===== src/sv/i2cdbt_pkg.sv =====
// Package for the I2C debug byte transmitter.
// Holds the sequencer phase type, the block's interface structs and register indexes.
// No dependencies.
package i2cdbt_pkg;

  typedef enum logic [4:0] {
    PH_IDLE,
    PH_ST_SDA_SYNC,
    PH_ST_SCL_SYNC,
    PH_ST_SETUP,
    PH_ST_HOLD,
    PH_ST_LOW,
    PH_BIT_SETUP,
    PH_BIT_SYNC,
    PH_BIT_HIGH,
    PH_BIT_LOW,
    PH_ACK_SETUP,
    PH_ACK_SYNC,
    PH_ACK_SAMPLE,
    PH_ACK_HOLD,
    PH_ACK_TAIL,
    PH_CLN_SCL,
    PH_CLN_SDA,
    PH_RETRY,
    PH_SP_LOW,
    PH_SP_SYNC,
    PH_SP_HIGH,
    PH_SP_SDA_SYNC,
    PH_SP_TAIL
  } phase_e;

  localparam int unsigned CfgIdxW = 2;
  localparam logic [CfgIdxW-1:0] CFG_BIT_DELAY = 2'd0;
  localparam logic [CfgIdxW-1:0] CFG_TARGET_ADDRESS = 2'd1;

  localparam logic [15:0] BIT_DELAY_RESET = 16'd10;
  localparam logic [7:0] DROP_MARK_BYTE = 8'h3F;

  typedef struct packed {
    logic       nonempty;
    logic [7:0] head_byte;
  } fifo_stat_t;

  typedef struct packed {
    logic scl_release;
    logic sda_release;
    logic busy;
    logic nak;
  } bus_drive_t;

endpackage


===== src/sv/i2cdbt_fifo.sv =====
// Message byte queue with whole-message drop and a '?' marker for dropped messages.
// Holds the byte memory, pointers and fill count; uses i2cdbt_pkg.
module i2cdbt_fifo #(
  parameter int unsigned Depth = 128
) (
  input  logic                   clk_i,
  input  logic                   rst_ni,
  input  logic                   en_i,
  input  logic                   push_valid_i,
  input  logic [7:0]             push_byte_i,
  input  logic                   message_first_i,
  input  logic [7:0]             message_length_i,
  input  logic                   get_i,
  output i2cdbt_pkg::fifo_stat_t stat_o,
  output logic                   push_accepted_o,
  output logic [7:0]             fifo_level_o
);

  localparam int unsigned CntW = $clog2(Depth + 1);
  localparam int unsigned PtrW = $clog2(Depth);
  localparam int unsigned SumW = ((CntW > 8) ? CntW : 8) + 1;

  logic [7:0]      mem [Depth];
  logic [7:0]      rd_q;
  logic [PtrW-1:0] head_q, head_d, tail_q, tail_d;
  logic [CntW-1:0] count_q, count_d, count_push;
  logic            drop_q, drop_d;
  logic            put;
  logic [7:0]      put_val;
  logic            room, fits;
  logic [SumW-1:0] fit_sum;

  always_comb begin
    room    = count_q < CntW'(Depth);
    fit_sum = SumW'(count_q) + SumW'(message_length_i);
    fits    = fit_sum <= SumW'(Depth);
    put     = 1'b0;
    put_val = push_byte_i;
    drop_d  = drop_q;
    push_accepted_o = 1'b0;
    if (push_valid_i) begin
      if (message_first_i) begin
        if (!fits) begin
          drop_d  = 1'b1;
          put     = room;
          put_val = i2cdbt_pkg::DROP_MARK_BYTE;
        end else begin
          drop_d = 1'b0;
          put    = room;
          push_accepted_o = room;
        end
      end else if (!drop_q && room) begin
        put = 1'b1;
        push_accepted_o = 1'b1;
      end
    end
    count_push = count_q + CntW'(put);
    count_d    = count_push - CntW'(get_i);
    tail_d     = tail_q;
    if (put) begin
      tail_d = (tail_q == PtrW'(Depth - 1)) ? '0 : tail_q + 1'b1;
    end
    head_d = head_q;
    if (get_i) begin
      head_d = (head_q == PtrW'(Depth - 1)) ? '0 : head_q + 1'b1;
    end
    stat_o.nonempty  = count_push != '0;
    stat_o.head_byte = (count_q == '0) ? put_val : rd_q;
    fifo_level_o     = 8'(count_d);
  end

  always_ff @(posedge clk_i) begin
    if (en_i && put) begin
      mem[tail_q] <= put_val;
    end
    if (en_i && put && (tail_q == head_q)) begin
      rd_q <= put_val;
    end else begin
      rd_q <= mem[head_q];
    end
  end

  always_ff @(posedge clk_i or negedge rst_ni) begin
    if (!rst_ni) begin
      head_q  <= '0;
      tail_q  <= '0;
      count_q <= '0;
      drop_q  <= 1'b0;
    end else if (en_i) begin
      head_q  <= head_d;
      tail_q  <= tail_d;
      count_q <= count_d;
      drop_q  <= drop_d;
    end
  end

`ifndef SYNTHESIS
  a_count_bound: assert property (@(posedge clk_i) disable iff (!rst_ni)
    count_q <= CntW'(Depth))
    else $error("fill count above depth");
  a_get_nonempty: assert property (@(posedge clk_i) disable iff (!rst_ni)
    (en_i && get_i) |-> (count_push != '0))
    else $error("read from an empty queue");
  a_empty_ptrs: assert property (@(posedge clk_i) disable iff (!rst_ni)
    (count_q == '0) |-> (head_q == tail_q))
    else $error("empty queue with unequal pointers");
  a_accept_put: assert property (@(posedge clk_i) disable iff (!rst_ni)
    push_accepted_o |-> put)
    else $error("byte reported queued without a write");
`endif

endmodule


===== src/sv/i2cdbt_seq.sv =====
// Bit-level I2C write sequencer: start, address, data bytes, ACK check, retry and stop.
// Updates its phase state once per item (en_i); uses i2cdbt_pkg.
module i2cdbt_seq (
  input  logic                   clk_i,
  input  logic                   rst_ni,
  input  logic                   en_i,
  input  logic                   scl_line_i,
  input  logic                   sda_line_i,
  input  logic [15:0]            bit_delay_i,
  input  logic [6:0]             target_address_i,
  input  i2cdbt_pkg::fifo_stat_t stat_i,
  output logic                   get_o,
  output i2cdbt_pkg::bus_drive_t drive_o
);

  i2cdbt_pkg::phase_e phase_q, phase_d;
  logic [2:0]  bit_q, bit_d;
  logic [7:0]  shift_q, shift_d;
  logic [19:0] wait_q, wait_d;
  logic        resend_q, resend_d;
  logic        addr_q, addr_d;
  logic        ack_q, ack_d;
  logic        nak;
  logic [7:0]  tx_val;
  logic        tx_bit;

  function automatic logic [19:0] phase_delay(i2cdbt_pkg::phase_e p, logic [15:0] bd);
    logic [19:0] full;
    logic [19:0] half;
    logic [19:0] d;
    full = {4'b0, bd};
    half = {5'b0, bd[15:1]};
    unique case (p)
      i2cdbt_pkg::PH_ST_HOLD, i2cdbt_pkg::PH_BIT_HIGH, i2cdbt_pkg::PH_SP_HIGH: d = full;
      i2cdbt_pkg::PH_ST_SETUP, i2cdbt_pkg::PH_ST_LOW, i2cdbt_pkg::PH_BIT_SETUP,
      i2cdbt_pkg::PH_BIT_LOW, i2cdbt_pkg::PH_ACK_SETUP, i2cdbt_pkg::PH_ACK_SAMPLE,
      i2cdbt_pkg::PH_ACK_HOLD, i2cdbt_pkg::PH_SP_LOW, i2cdbt_pkg::PH_SP_TAIL: d = half;
      i2cdbt_pkg::PH_ACK_TAIL: d = (half << 1) + (full << 1);
      i2cdbt_pkg::PH_RETRY: d = (full << 3) + (full << 1);
      default: d = '0;
    endcase
    return (d == '0) ? 20'd1 : d;
  endfunction

  always_comb begin
    phase_d  = phase_q;
    bit_d    = bit_q;
    shift_d  = shift_q;
    wait_d   = wait_q;
    resend_d = resend_q;
    addr_d   = addr_q;
    ack_d    = ack_q;
    get_o    = 1'b0;
    nak      = 1'b0;
    unique case (phase_q)
      i2cdbt_pkg::PH_IDLE: begin
        if (resend_q || stat_i.nonempty) phase_d = i2cdbt_pkg::PH_ST_SDA_SYNC;
      end
      i2cdbt_pkg::PH_ST_SDA_SYNC: if (sda_line_i) phase_d = i2cdbt_pkg::PH_ST_SCL_SYNC;
      i2cdbt_pkg::PH_ST_SCL_SYNC: if (scl_line_i) phase_d = i2cdbt_pkg::PH_ST_SETUP;
      i2cdbt_pkg::PH_BIT_SYNC:    if (scl_line_i) phase_d = i2cdbt_pkg::PH_BIT_HIGH;
      i2cdbt_pkg::PH_ACK_SYNC:    if (scl_line_i) phase_d = i2cdbt_pkg::PH_ACK_SAMPLE;
      i2cdbt_pkg::PH_CLN_SCL:     if (scl_line_i) phase_d = i2cdbt_pkg::PH_CLN_SDA;
      i2cdbt_pkg::PH_CLN_SDA:     if (sda_line_i) phase_d = i2cdbt_pkg::PH_RETRY;
      i2cdbt_pkg::PH_SP_SYNC:     if (scl_line_i) phase_d = i2cdbt_pkg::PH_SP_HIGH;
      i2cdbt_pkg::PH_SP_SDA_SYNC: if (sda_line_i) phase_d = i2cdbt_pkg::PH_SP_TAIL;
      default: begin
        if (wait_q > 20'd1) begin
          wait_d = wait_q - 20'd1;
        end else begin
          unique case (phase_q)
            i2cdbt_pkg::PH_ST_SETUP: phase_d = i2cdbt_pkg::PH_ST_HOLD;
            i2cdbt_pkg::PH_ST_HOLD:  phase_d = i2cdbt_pkg::PH_ST_LOW;
            i2cdbt_pkg::PH_ST_LOW: begin
              addr_d  = 1'b1;
              bit_d   = '0;
              phase_d = i2cdbt_pkg::PH_BIT_SETUP;
            end
            i2cdbt_pkg::PH_BIT_SETUP: phase_d = i2cdbt_pkg::PH_BIT_SYNC;
            i2cdbt_pkg::PH_BIT_HIGH:  phase_d = i2cdbt_pkg::PH_BIT_LOW;
            i2cdbt_pkg::PH_BIT_LOW: begin
              if (bit_q == 3'd7) begin
                bit_d   = '0;
                phase_d = i2cdbt_pkg::PH_ACK_SETUP;
              end else begin
                bit_d   = bit_q + 3'd1;
                phase_d = i2cdbt_pkg::PH_BIT_SETUP;
              end
            end
            i2cdbt_pkg::PH_ACK_SETUP: phase_d = i2cdbt_pkg::PH_ACK_SYNC;
            i2cdbt_pkg::PH_ACK_SAMPLE: begin
              ack_d   = !sda_line_i;
              nak     = sda_line_i;
              phase_d = i2cdbt_pkg::PH_ACK_HOLD;
            end
            i2cdbt_pkg::PH_ACK_HOLD: phase_d = i2cdbt_pkg::PH_ACK_TAIL;
            i2cdbt_pkg::PH_ACK_TAIL: begin
              if (ack_q) begin
                if (!addr_q) resend_d = 1'b0;
                if (resend_d || stat_i.nonempty) begin
                  if (!resend_d) begin
                    shift_d = stat_i.head_byte;
                    get_o   = 1'b1;
                  end
                  addr_d  = 1'b0;
                  bit_d   = '0;
                  phase_d = i2cdbt_pkg::PH_BIT_SETUP;
                end else begin
                  phase_d = i2cdbt_pkg::PH_SP_LOW;
                end
              end else begin
                if (!addr_q) resend_d = 1'b1;
                phase_d = i2cdbt_pkg::PH_CLN_SCL;
              end
            end
            i2cdbt_pkg::PH_RETRY: begin
              phase_d = (resend_q || stat_i.nonempty) ? i2cdbt_pkg::PH_ST_SDA_SYNC
                                                      : i2cdbt_pkg::PH_IDLE;
            end
            i2cdbt_pkg::PH_SP_LOW:  phase_d = i2cdbt_pkg::PH_SP_SYNC;
            i2cdbt_pkg::PH_SP_HIGH: phase_d = i2cdbt_pkg::PH_SP_SDA_SYNC;
            default: phase_d = i2cdbt_pkg::PH_IDLE;
          endcase
        end
      end
    endcase
    if (phase_d != phase_q) begin
      wait_d = phase_delay(phase_d, bit_delay_i);
    end else if (wait_q <= 20'd1 && phase_q != i2cdbt_pkg::PH_IDLE) begin
      wait_d = phase_delay(phase_d, bit_delay_i);
    end

    tx_val = addr_d ? {target_address_i, 1'b0} : shift_d;
    tx_bit = tx_val[3'd7 - bit_d];
    drive_o.busy = phase_d != i2cdbt_pkg::PH_IDLE;
    drive_o.nak  = nak;
    unique case (phase_d)
      i2cdbt_pkg::PH_ST_HOLD: begin
        drive_o.scl_release = 1'b1;
        drive_o.sda_release = 1'b0;
      end
      i2cdbt_pkg::PH_ST_LOW, i2cdbt_pkg::PH_SP_LOW: begin
        drive_o.scl_release = 1'b0;
        drive_o.sda_release = 1'b0;
      end
      i2cdbt_pkg::PH_BIT_SETUP, i2cdbt_pkg::PH_BIT_LOW: begin
        drive_o.scl_release = 1'b0;
        drive_o.sda_release = tx_bit;
      end
      i2cdbt_pkg::PH_BIT_SYNC, i2cdbt_pkg::PH_BIT_HIGH: begin
        drive_o.scl_release = 1'b1;
        drive_o.sda_release = tx_bit;
      end
      i2cdbt_pkg::PH_ACK_SETUP, i2cdbt_pkg::PH_ACK_TAIL: begin
        drive_o.scl_release = 1'b0;
        drive_o.sda_release = 1'b1;
      end
      i2cdbt_pkg::PH_SP_SYNC, i2cdbt_pkg::PH_SP_HIGH: begin
        drive_o.scl_release = 1'b1;
        drive_o.sda_release = 1'b0;
      end
      default: begin
        drive_o.scl_release = 1'b1;
        drive_o.sda_release = 1'b1;
      end
    endcase
  end

  always_ff @(posedge clk_i or negedge rst_ni) begin
    if (!rst_ni) begin
      phase_q  <= i2cdbt_pkg::PH_IDLE;
      bit_q    <= '0;
      shift_q  <= '0;
      wait_q   <= '0;
      resend_q <= 1'b0;
      addr_q   <= 1'b0;
      ack_q    <= 1'b0;
    end else if (en_i) begin
      phase_q  <= phase_d;
      bit_q    <= bit_d;
      shift_q  <= shift_d;
      wait_q   <= wait_d;
      resend_q <= resend_d;
      addr_q   <= addr_d;
      ack_q    <= ack_d;
    end
  end

`ifndef SYNTHESIS
  a_nak_phase: assert property (@(posedge clk_i) disable iff (!rst_ni)
    (en_i && nak) |-> (phase_q == i2cdbt_pkg::PH_ACK_SAMPLE))
    else $error("NAK reported outside the ACK sample");
  a_get_phase: assert property (@(posedge clk_i) disable iff (!rst_ni)
    (en_i && get_o) |-> (phase_q == i2cdbt_pkg::PH_ACK_TAIL && !resend_d))
    else $error("queue read outside a byte boundary");
  a_wait_set: assert property (@(posedge clk_i) disable iff (!rst_ni)
    (phase_q != i2cdbt_pkg::PH_IDLE) |-> (wait_q != '0))
    else $error("active phase with no delay loaded");
`endif

endmodule


===== src/sv/i2cdbt_top.sv =====
// I2C debug byte transmitter top level: an item is captured in the input register on accept;
// its result is loaded into the result register when the output is free. One item per cycle
// unless m_axis_tready stalls, with one registered update of the queue and sequencer per item.
// Reset (asynchronous, active low) empties the queue, sets the sequencer idle, sets
// bit_delay to 10 and target_address to 0; queue memory contents are not cleared.
// Depends on i2cdbt_pkg, i2cdbt_fifo and i2cdbt_seq.
module i2c_debug_byte_transmitter_unit #(
  parameter int unsigned FIFO_DEPTH = 128
) (
  input  logic        clk_i,
  input  logic        rst_ni,
  input  logic        s_axis_tvalid,
  output logic        s_axis_tready,
  // push_byte[7:0], message_length[15:8], scl_line[16], sda_line[17], zeros above.
  input  logic [23:0] s_axis_tdata,
  // push_valid[0], message_first[1].
  input  logic [1:0]  s_axis_tuser,
  output logic        m_axis_tvalid,
  input  logic        m_axis_tready,
  // scl_release[0], sda_release[1], busy_res[2], push_accepted[3], fifo_level[11:4],
  // nak_seen[12], zeros above.
  output logic [15:0] m_axis_tdata,
  input  logic        cfg_valid_i,
  output logic        cfg_ready_o,
  input  logic [i2cdbt_pkg::CfgIdxW-1:0] cfg_index_i,
  input  logic [15:0] cfg_data_i
);

  logic        in_valid_q;
  logic [23:0] in_data_q;
  logic [1:0]  in_user_q;
  logic        out_valid_q;
  logic [15:0] out_data_q, out_data_d;
  logic        advance;
  logic [15:0] bit_delay_q;
  logic [6:0]  target_q;
  logic        get;
  logic        accepted;
  logic [7:0]  level;
  i2cdbt_pkg::fifo_stat_t stat;
  i2cdbt_pkg::bus_drive_t drive;

  assign advance       = in_valid_q && (!out_valid_q || m_axis_tready);
  assign s_axis_tready = !in_valid_q || advance;
  assign cfg_ready_o   = 1'b1;
  assign m_axis_tvalid = out_valid_q;
  assign m_axis_tdata  = out_data_q;

  always_ff @(posedge clk_i or negedge rst_ni) begin
    if (!rst_ni) begin
      bit_delay_q <= i2cdbt_pkg::BIT_DELAY_RESET;
      target_q    <= '0;
    end else if (cfg_valid_i) begin
      if (cfg_index_i == i2cdbt_pkg::CFG_BIT_DELAY) begin
        bit_delay_q <= cfg_data_i;
      end else if (cfg_index_i == i2cdbt_pkg::CFG_TARGET_ADDRESS) begin
        target_q <= cfg_data_i[6:0];
      end
    end
  end

  always_ff @(posedge clk_i or negedge rst_ni) begin
    if (!rst_ni) begin
      in_valid_q  <= 1'b0;
      out_valid_q <= 1'b0;
    end else begin
      if (s_axis_tready) in_valid_q <= s_axis_tvalid;
      if (advance) begin
        out_valid_q <= 1'b1;
      end else if (m_axis_tready) begin
        out_valid_q <= 1'b0;
      end
    end
  end

  always_ff @(posedge clk_i) begin
    if (s_axis_tready && s_axis_tvalid) begin
      in_data_q <= s_axis_tdata;
      in_user_q <= s_axis_tuser;
    end
    if (advance) out_data_q <= out_data_d;
  end

  i2cdbt_fifo #(
    .Depth(FIFO_DEPTH)
  ) u_fifo (
    .clk_i,
    .rst_ni,
    .en_i             (advance),
    .push_valid_i     (in_user_q[0]),
    .push_byte_i      (in_data_q[7:0]),
    .message_first_i  (in_user_q[1]),
    .message_length_i (in_data_q[15:8]),
    .get_i            (get),
    .stat_o           (stat),
    .push_accepted_o  (accepted),
    .fifo_level_o     (level)
  );

  i2cdbt_seq u_seq (
    .clk_i,
    .rst_ni,
    .en_i             (advance),
    .scl_line_i       (in_data_q[16]),
    .sda_line_i       (in_data_q[17]),
    .bit_delay_i      (bit_delay_q),
    .target_address_i (target_q),
    .stat_i           (stat),
    .get_o            (get),
    .drive_o          (drive)
  );

  assign out_data_d = {3'b000, drive.nak, level, accepted, drive.busy,
                       drive.sda_release, drive.scl_release};

`ifndef SYNTHESIS
  a_out_loaded: assert property (@(posedge clk_i) disable iff (!rst_ni)
    advance |=> m_axis_tvalid)
    else $error("processed item produced no result");
  a_no_overrun: assert property (@(posedge clk_i) disable iff (!rst_ni)
    (m_axis_tvalid && !m_axis_tready) |-> !advance)
    else $error("result overwritten while stalled");
  a_in_held: assert property (@(posedge clk_i) disable iff (!rst_ni)
    (in_valid_q && !advance) |=> in_valid_q)
    else $error("pending item lost");
`endif

endmodule

===== config.mk =====
export PLATFORM = sky130hd
export DESIGN_NAME = i2c_debug_byte_transmitter_unit
export DESIGN_NICKNAME = d
export VERILOG_FILES = /design/src/sv/i2cdbt_pkg.sv /design/src/sv/i2cdbt_fifo.sv /design/src/sv/i2cdbt_seq.sv /design/src/sv/i2cdbt_top.sv
export SDC_FILE = /design/constraint.sdc
export NUM_CORES = 1
export LEC_CHECK = 0
export ABC_AREA = 1
export BUFFER_PORTS_ARGS = -buffer_cell sky130_fd_sc_hd__buf_2
export CAP_MARGIN = 20
export CORE_ASPECT_RATIO = 0.6
export CORE_MARGIN = 5
export CORE_UTILIZATION = 40
export DETAILED_ROUTE_END_ITERATION = 8
export GPL_ROUTABILITY_DRIVEN = 0
export GPL_TIMING_DRIVEN = 1
export MAX_ROUTING_LAYER = met4
export PLACE_DENSITY = 0.58
export REMOVE_ABC_BUFFERS = 1
export SYNTH_ARGS = -nofsm -noshare
export SYNTH_HDL_FRONTEND = slang
export SYNTH_HIERARCHICAL = 1
export SYNTH_SLANG_ARGS = --single-unit

===== constraint.sdc =====
create_clock -name clk_i -period 12.2 [get_ports clk_i]
set_input_delay 1.22 -clock clk_i [delete_from_list [all_inputs] [get_ports clk_i]]
set_output_delay 1.22 -clock clk_i [all_outputs]
set_load 0.05 [all_outputs]

==> results.json <==
{
  "ys_seq_area_share_pct": 66.1,
  "core_sq_um": 129000,
  "synth_edf_count": 1057,
  "arrival_ns": 6.25,
  "clock_sinks": 1151,
  "critPathLaunch": "in_user_q[1]",
  "sw_frac_of_total_pct": 30.2,
  "start_kind": "flop",
  "r2r-start": "in_user_q[1]",
  "drt-total-wl_um": 137000,
  "grt.overflow.total": 0,
  "worstSetupPathType": "flop to flop",
  "ioPinCount": 68,
  "track_usage_pct": 20.3,
  "slew_viol_final": 0,
  "combPwrFrac_pct": 18.4,
  "clkLatencyLatePin_ns": 0.72,
  "worst_hold_path.num_cells": 0,
  "path_clk_slew_ns": 0.07,
  "rr_worst_depth": 27,
  "via_count": 35225,
  "drive_gt1_share_pct": 7.04,
  "syn-cell-area_sq_um": 51500,
  "area_growth_syn_to_layout_pct": 8.44,
  "async_flop_share_pct": 7.56,
  "setup_viol": 0,
  "power_leakage_uw": 0.0206,
  "grt.busiest_layer": "met1",
  "fp.dieH_um": 288,
  "powerDensity_nw_per_um2": 170,
  "route.detailed.drc": 0,
  "fin_tns_setup_ns": 0,
  "slew_headroom_pct": 24.2,
  "initial_core_util_pct": 40.1,
  "dp_slack_ns": 6.61,
  "end_kind": "flop",
  "grt_antenna_before_repair": 3,
  "r2r_end": "u_seq/wait_q[17]",
  "power.switching_uw": 2880,
  "period_share_pct": 46.1,
  "synth.avg_cell_area_sq_um": 10.7,
  "first_pass_iters": 6,
  "finalWorstSetupSlack_ns": 6.58,
  "rsz0062_at_grt": "no",
  "antenna_left": 0,
  "grt_start_max_net_pins": 201,
  "vdd.ir_drop.worst_mv": 0.129,
  "max_freq_ghz": 0.178,
  "grt_pass1_vias": 32264,
  "cts-root-buf": "clkbuf_16",
  "use_met1_pct": 32.3,
  "cts-resized-gates": 0,
  "final_area_sq_um": 55900,
  "synth_cell_types": 62,
  "portBuffers": 57,
  "required_ns": 12.83,
  "place_area_sq_um": 52700,
  "cts_made_buffers": 102,
  "die_area_sq_um": 136000,
  "netlist_instances": 4833,
  "regArea_sq_um": 34100,
  "ys_ff_latch": 1151,
  "critPathMaxFanout": 24,
  "n_fill_cell": 12071,
  "clkPwrFrac_pct": 32.8,
  "cts_setup_buffers": 0,
  "die_w_um": 473,
  "power_uw": 9520,
  "fin_crit_ns": 5.62,
  "dr.first_iter.drc_count": 4055,
  "p_int_uw": 6640,
  "hold_viol_final": 0,
  "grt_util_met2_pct": 26.2,
  "p_seq_share_pct": 48.9,
  "cap_violations": 0,
  "hpwl_um": 79800,
  "hold_slack_ns": 0.416,
  "cts_hold_buf": 0,
  "synth_top_flop_cell": "edfxtp_1",
  "tritoncts": "built",
  "via_per_inst": 5.35,
  "worst_pin_slew_ns": 1.14,
  "met3_usage_pct": 4.62,
  "routedWlPerCell_um": 20.8,
  "htree_levels": 3,
  "rows": 102,
  "rrSetupSlack_ns": 6.58,
  "ys_warn_count": 6,
  "multi_input_area_sq_um": 15200,
  "status": "finished clean",
  "grt_pass1_wl_um": 206000,
  "hp-start": "u_fifo/head_q[5]",
  "nets": 4875,
  "hold_class": "flop to flop",
  "skew_ns": 0.0369,
  "clockBufferDepth": 3
}
[metrics by stage]
| step | instances | utilization, % |
|---|---|---|
| 2_1_floorplan | 4568 | - |
| 3_3_place_gp | 6384 | 41.0 |
| 3_5_place_dp | 6385 | 41.0 |
| 4_1_cts | 6574 | 43.4 |
| 5_1_grt | 6578 | 43.5 |
| 6_report | 6578 | 43.5 |
[worst max-delay path, cell delays in order (launching register included)]
cell and delay [ns]:
edfxtp_1 0.41, o211ai_1 0.30, inv_1 0.10, ha_1 0.24, ha_1 0.24, nand2_1 0.09
inv_2 0.04, nand2_2 0.08, nor3_2 0.05, xnor2_1 0.28, nand2_1 0.08, nor3_1 0.13
nand4_1 0.29, inv_1 0.16, nand3_1 0.12, o31ai_1 0.29, o21ai_1 0.13, nand2_1 0.07
nand2_1 0.28, xor2_1 0.28, nor3_4 0.37, o21ai_2 0.13, inv_2 0.32, nand2_1 0.11
nand2_2 0.38, inv_2 0.26, o211ai_1 0.15, o21a_1 0.14
[sequential cells by signal, indices dropped and copies added, names as in the netlist, 3 cells and up, named ones only]
| name | count |
|---|---|
| u_fifo/mem | 1024 |
| u_seq/wait_q | 20 |
| in_data_q | 18 |
| bit_delay_q | 16 |
| m_axis_tdata | 13 |
| u_fifo/count_q | 8 |
| u_seq/shift_q | 8 |
| target_q | 7 |
| u_fifo/head_q | 7 |
| u_fifo/tail_q | 7 |
| u_seq/phase_q | 5 |
| u_seq/bit_q | 3 |
[logic make-up after synthesis]
kind of cell    after synthesis  synth area share [%]
xor+xnor                     59                  1.03
mux                           8                 0.155
compound gates              185                  2.03
simple gates               2972                  24.9
fa+ha+maj                    51                  1.28
flops                      1151                  66.1
buf+inv                     405                  4.45
other cells                   2                0.0146
[placed cells by master, fill, tap and decap left out, types with 6 or more instances in the layout]
cell,n
nand2_1,1577
edfxtp_1,1057
nand3_1,1011
nor2_1,259
inv_1,117
clkbuf_16,103
dfrtp_1,85
a21oi_1,74
buf_2,57
o21ai_0,55
ha_1,48
buf_4,41
xor2_1,38
nand4_1,29
clkbuf_1,25
clkinv_1,22
clkinv_2,22
nor3_1,22
xnor2_1,19
nor2_2,16
nand3_2,13
nand2_2,13
inv_2,13
nand2_4,8
o211ai_1,8
a31oi_1,8
mux2i_1,8
clkbuf_8,7
o21ai_1,7
nand3b_1,6
[worst max-delay path by stage]
stage | endpoint | slack [ns] | cells past startpoint
final | u_seq/wait_q[17] | 6.58 | 27
after floorplan | m_axis_tdata[1] | -4.29 | 16
after CTS | u_seq/wait_q[17] | 6.63 | 27
after global placement | u_fifo/mem[108][6] | 6.65 | 9
after global routing | u_seq/wait_q[10] | 6.10 | 27
after detailed placement | u_fifo/mem[109][6] | 6.61 | 9
[per-layer routing]
metal  wire (um)  up-vias
met5           0        -
met4        2430        0
met3       13200      171
met2       54300     1392
met1       67200    17025
li1            -    16637
[power groups by stage]
stage | Combinational [uW] | Sequential, uW | Clock, uW
final | 1750 | 4650 | 3120
after global routing | 1950 | 4670 | 3360
after CTS | 1710 | 4650 | 3180
after detailed placement | 1700 | 4730 | 0
after global placement | 1680 | 4730 | 0
after floorplan | 1170 | 4750 | 0
[final cells by class]
| cell class | count | share of cell area [%] |
|---|---|---|
| timing repair buffer | 103 | 1.24 |
| inverter | 138 | 0.990 |
| multi-input combinational | 3279 | 27.3 |
| sequential | 1151 | 61.0 |
| clock inverter | 54 | 0.676 |
| clock buffer | 135 | 4.95 |
| antenna | 2 | 0.00896 |
| tap | 1716 | 3.84 |
[cell usage after synthesis, types with 19 or more instances]
cell type  count  area share (%)
ha_1          48             1.2
nor2_1       259             1.9
buf_4         33            0.48
inv_1        118            0.86
edfxtp_1    1057              62
dfrtp_1       85             4.1
a21oi_1       75            0.73
o21ai_0       55            0.53
nand4_1       29            0.35
buf_2        126             1.2
buf_6         62             1.4
xor2_1        38            0.65
nand2_1     1583              12
nand3_1     1011             9.8
nor3_1        22            0.21
clkbuf_1      29            0.21
xnor2_1       19            0.32
Note: power is estimated with default switching activity, not from simulation.
